### config.mk
export PLATFORM = sky130hd
export DESIGN_NAME = lca_row_cell
export DESIGN_NICKNAME = d
export VERILOG_FILES = /design/src/hdl/lca_pkg.sv /design/src/hdl/lca_row_cell.sv
export SDC_FILE = /design/constraint.sdc
export NUM_CORES = 1
export LEC_CHECK = 0
export BUFFER_PORTS_ARGS = -buffer_cell sky130_fd_sc_hd__buf_4
export CAP_MARGIN = 10
export CORE_MARGIN = 3
export CORE_UTILIZATION = 51
export CTS_BUF_LIST = sky130_fd_sc_hd__clkbuf_4 sky130_fd_sc_hd__clkbuf_8 sky130_fd_sc_hd__clkbuf_16
export DETAILED_ROUTE_END_ITERATION = 16
export PLACE_DENSITY = 0.8
export REMOVE_ABC_BUFFERS = 1
export SYNTH_ARGS = -nofsm -noshare
export SYNTH_HDL_FRONTEND = slang
export SYNTH_SLANG_ARGS = --single-unit
### constraint.sdc
create_clock -name clock -period 3.35 [get_ports clock]
set_input_delay 0.67 -clock clock [delete_from_list [all_inputs] [get_ports clock]]
set_output_delay 0.67 -clock clock [all_outputs]
set_load 0.005 [all_outputs]
### src/hdl/lca_pkg.sv
package lca_pkg;

   // default board dimensions
   localparam int MAX_WIDTH_DEF  = 32;
   localparam int MAX_HEIGHT_DEF = 32;

   // request field widths
   localparam int CMD_W = 2;
   localparam int ROW_W = 5;
   localparam int COL_W = 5;

   // size registers and position compares (covers sizes up to 63)
   localparam int            SIZE_W     = 6;
   localparam logic [SIZE_W-1:0] SIZE_RESET = 6'd32;
   localparam int            POS_W      = 7;

   // configuration bus
   localparam int ADDR_W = 3;
   localparam int DATA_W = 32;

   // request commands
   localparam logic [CMD_W-1:0] CMD_WRITE   = 2'd0;
   localparam logic [CMD_W-1:0] CMD_READ    = 2'd1;
   localparam logic [CMD_W-1:0] CMD_ADVANCE = 2'd2;

   // register select, taken from the word address bit
   localparam logic REG_WIDTH  = 1'b0;
   localparam logic REG_HEIGHT = 1'b1;

   // per-row control from the sequencer
   typedef struct packed {
      logic write_en;
      logic advance_en;
      logic value;
   } lca_cell_ctrl_type;

endpackage

### src/hdl/lca_row_cell.sv
module lca_row_cell #(
   parameter int MAX_WIDTH = lca_pkg::MAX_WIDTH_DEF
) (
   input  logic                       clock,
   input  logic                       reset,
   input  lca_pkg::lca_cell_ctrl_type ctrl,
   input  logic [MAX_WIDTH-1:0]       wr_mask,
   input  logic [MAX_WIDTH-1:0]       col_mask,
   input  logic                       row_active,
   input  logic [MAX_WIDTH-1:0]       up_row,
   input  logic [MAX_WIDTH-1:0]       down_row,
   output logic [MAX_WIDTH-1:0]       row_q,
   output logic                       alive
);
   import lca_pkg::*;

   logic [MAX_WIDTH-1:0] row_ff;
   logic [MAX_WIDTH-1:0] row_in;
   logic                 alive_ff;
   logic [MAX_WIDTH-1:0] own;
   logic [MAX_WIDTH+1:0] up_pad;
   logic [MAX_WIDTH+1:0] own_pad;
   logic [MAX_WIDTH+1:0] down_pad;
   logic [MAX_WIDTH-1:0] next_row;

   assign own      = row_ff & col_mask;
   assign up_pad   = {1'b0, up_row, 1'b0};
   assign own_pad  = {1'b0, own, 1'b0};
   assign down_pad = {1'b0, down_row, 1'b0};

   // b3/s23 rule per column, padded edges count as dead
   always_comb begin
      logic [3:0] cnt;
      cnt = 4'd0;
      for (int j = 0; j < MAX_WIDTH; j++) begin
         cnt = 4'(up_pad[j]) + 4'(up_pad[j+1]) + 4'(up_pad[j+2])
             + 4'(own_pad[j]) + 4'(own_pad[j+2])
             + 4'(down_pad[j]) + 4'(down_pad[j+1]) + 4'(down_pad[j+2]);
         next_row[j] = (cnt == 4'd3) | (own[j] & (cnt == 4'd2));
      end
   end

   // inactive cells keep their bits across an advance
   always_comb begin
      row_in = row_ff;
      if (ctrl.write_en) begin
         row_in = (row_ff & ~wr_mask) | (wr_mask & {MAX_WIDTH{ctrl.value}});
      end else if (ctrl.advance_en && row_active) begin
         row_in = (next_row & col_mask) | (row_ff & ~col_mask);
      end
   end

   always_ff @(posedge clock) begin
      if (reset) begin
         row_ff   <= '0;
         alive_ff <= 1'b0;
      end else begin
         row_ff   <= row_in;
         alive_ff <= row_active & (|own);
      end
   end

   assign row_q = row_ff;
   assign alive = alive_ff;

endmodule

==> results.cfg <==
[yosys]
synthDistinctLibCells = 27
synth_warnings = 0
yosys.area_share.simple_pct = 8.42
synth_cells = 792
synth_xor_area_share_pct = 0
synth_top_family_by_area = adder cells
synth_area_per_cell_um2 = 9.12
synth-compound-area-share_pct = 15.0
synth_seq_cells = 33
syn_area_um2 = 7220
synthAdderAreaFrac_pct = 50.3
synth_mux_area_share_pct = 4.16
yosysSeqAreaShare_pct = 9.15

[floorplan]
io_pins = 167
row_count = 42
die_area_um2 = 15600
core_area_um2 = 13600
die_y_um = 125
initial_core_util_pct = 53.3
die_w_um = 125

[global_route]
antenna_found_initial = 0
grt_pass1_vias = 7377
grt_pass1_wl_um = 34900
grt_max_degree = 63
grt_usage_pct = 27.3
grt_overflow_total = 0

[sta]
period_share_pct = 102
fmax_mhz = 292
slew_headroom_pct = 38.9
final.setup_skew_ns = 0.00471
rsz0062_at_grt = yes
layout_min_cycle_time_ns = 3.42
tightest_slew_ns = 0.917
hold_violations = 0
finalSetupViolCount = 8
setup_ws_ns = -0.0744
timing.final.max_slew_violations = 0
holdWs_ns = 0.564

[critical_path]
endpoint_kind = register
regToRegSetupSlack_ns = 0.45
reg2reg_depth = 10
worstPathMaxFanout = 2
startpoint_type = primary input
critical_path_class = primary input to register
cp.required_ns = 3.58
cp_data_arrival_time_ns = 3.65

[power_and_ir_drop]
leakage_nw = 5.39
ir_worst_vdd_mv = 0.230
power_mw = 3.51
powerDensity_nw_per_um2 = 332

[drt]
vias = 6906
ant_nets = 0
firstDrtPassIters = 4
drt-initial-drc-count = 341
route.detailed.drc = 0
wl_um = 22600
routedWlPerCell_um = 18.4
vias_per_cell = 5.60

[final_layout]
regArea_um2 = 661
final_util_pct = 77.8
antennaDiodeCount = 0
final_common_cell = buf_4
fill_cells = 882
final_cell_mix = 253 x buf_4, 134 x inv_1, 123 x fa_1
multi_input_area_um2 = 6350
area_growth_pct = 46.1
instances_no_fill = 1234
final_area_um2 = 10600
nets = 1407
drive_gt1_share_pct = 42.8

[cts]
root_buffer = clkbuf_16
cts_tree = done
htree_levels = 2
clk_latency_ns = 0.29
cts_sinks = 33
cts_buffers = 5
cts_max_path_buffers = 2
clk_pin_slew_ns = 0.06

[flow_run]
cap_violations = 0

[placement]
dp_hpwl_um = 16500
place_inst = 1218
place.gp.congestion = 0.869
io_buffers = 166
dpl_cell_area_um2 = 9380

[run_status]
violations = negative setup slack
status = finished, violations left

[hold_path]
timing.hold.worst_path_depth = 2
min_path_type = register to register
## timing repair
action | CTS | global route
pin swaps | 160 | 125
setup endpoints to repair | 30 | 30
resized for setup | 213 | 109
buffers inserted | 4 | 5
hold buffers | 0 | 0
## per-stage QoR
stage / setup TNS [ns] / setup WS, ns
CTS: -0.362 / -0.0897
finish: -0.279 / -0.0744
detailed placement: -14.81 / -0.615
global placement: -12.94 / -0.513
floorplan: -6.58 / -0.294
global route: -2.28 / -0.197
## area by class of cell
class | instances | area share, %
Clock buffer | 6 | 1.26
Inverter | 222 | 8.77
Tap cell | 176 | 2.09
Multi-Input combinational cell | 516 | 60.1
Sequential cell | 33 | 6.26
Timing Repair Buffer | 279 | 21.4
Clock inverter | 2 | 0.0949
## critical path: stages
cell	delay (ns)
buf_8	0.10
buf_6	0.10
fa_1	0.48
fa_1	0.53
fa_2	0.40
inv_2	0.07
fa_1	0.42
or4b_4	0.53
a21oi_2	0.12
o22ai_1	0.09
a21oi_1	0.15
## cell families after synthesis
group	after synthesis
DFF	33
buffers and inverters	243
and+or+nand+nor	113
AOI/OAI and AO/OA	157
muxes	30
adders and majority gates	216
## power breakdown
group	internal [mW]	total, mW	switching [mW]
Clock	0.282	0.494	0.212
Sequential	0.427	0.466	0.0391
Combinational	1.16	2.55	1.38
## worst max path at each step
stage | start | to | slack (ns) | cells after the start
2_1_floorplan | down_row[13] | register | -0.29 | 11
3_3_place_gp | up_row[15] | register | -0.51 | 12
3_5_place_dp | up_row[18] | register | -0.62 | 12
4_1_cts | up_row[2] | register | -0.09 | 12
5_1_grt | up_row[2] | register | -0.20 | 11
6_report | up_row[2] | register | -0.07 | 11
## per-layer routing
layer	GRT usage [%]	vias to the layer above	part of all wire, %	wire (µm)
met5	0	-	0	0
met4	9.25	0	2.7	619
met3	5.46	58	6.7	1520
met2	47.7	269	51	11600
met1	33.7	3400	39	8880
li1	-	3179	-	-
## synth_stat cells
library cell / number / area share (%)
inv_1: 222 / 12
fa_1: 124 / 34
ha_1: 92 / 16
nand2_1: 54 / 2.8
a21oi_1: 45 / 3.1
dfxtp_1: 33 / 9.1
a21o_1: 30 / 3.1
and3_1: 30 / 2.6
mux2i_1: 30 / 4.2
o22ai_1: 30 / 2.6
o311ai_0: 30 / 3.6
a2111oi_0: 18 / 2.2
nand4b_1: 11 / 1.3
clkbuf_1: 10 / 0.52
nand4_1: 8 / 0.69
buf_2: 7 / 0.49
clkbuf_2: 3 / 0.21
a221oi_1: 2 / 0.24
nand3_1: 2 / 0.14
nor4_1: 2 / 0.17
nor4bb_1: 2 / 0.28
o21ai_0: 2 / 0.14
and2_1: 1 / 0.087
buf_6: 1 / 0.16
nand2b_1: 1 / 0.087
nor2b_1: 1 / 0.087
or4b_1: 1 / 0.14
(Power assumes the default switching activity.)
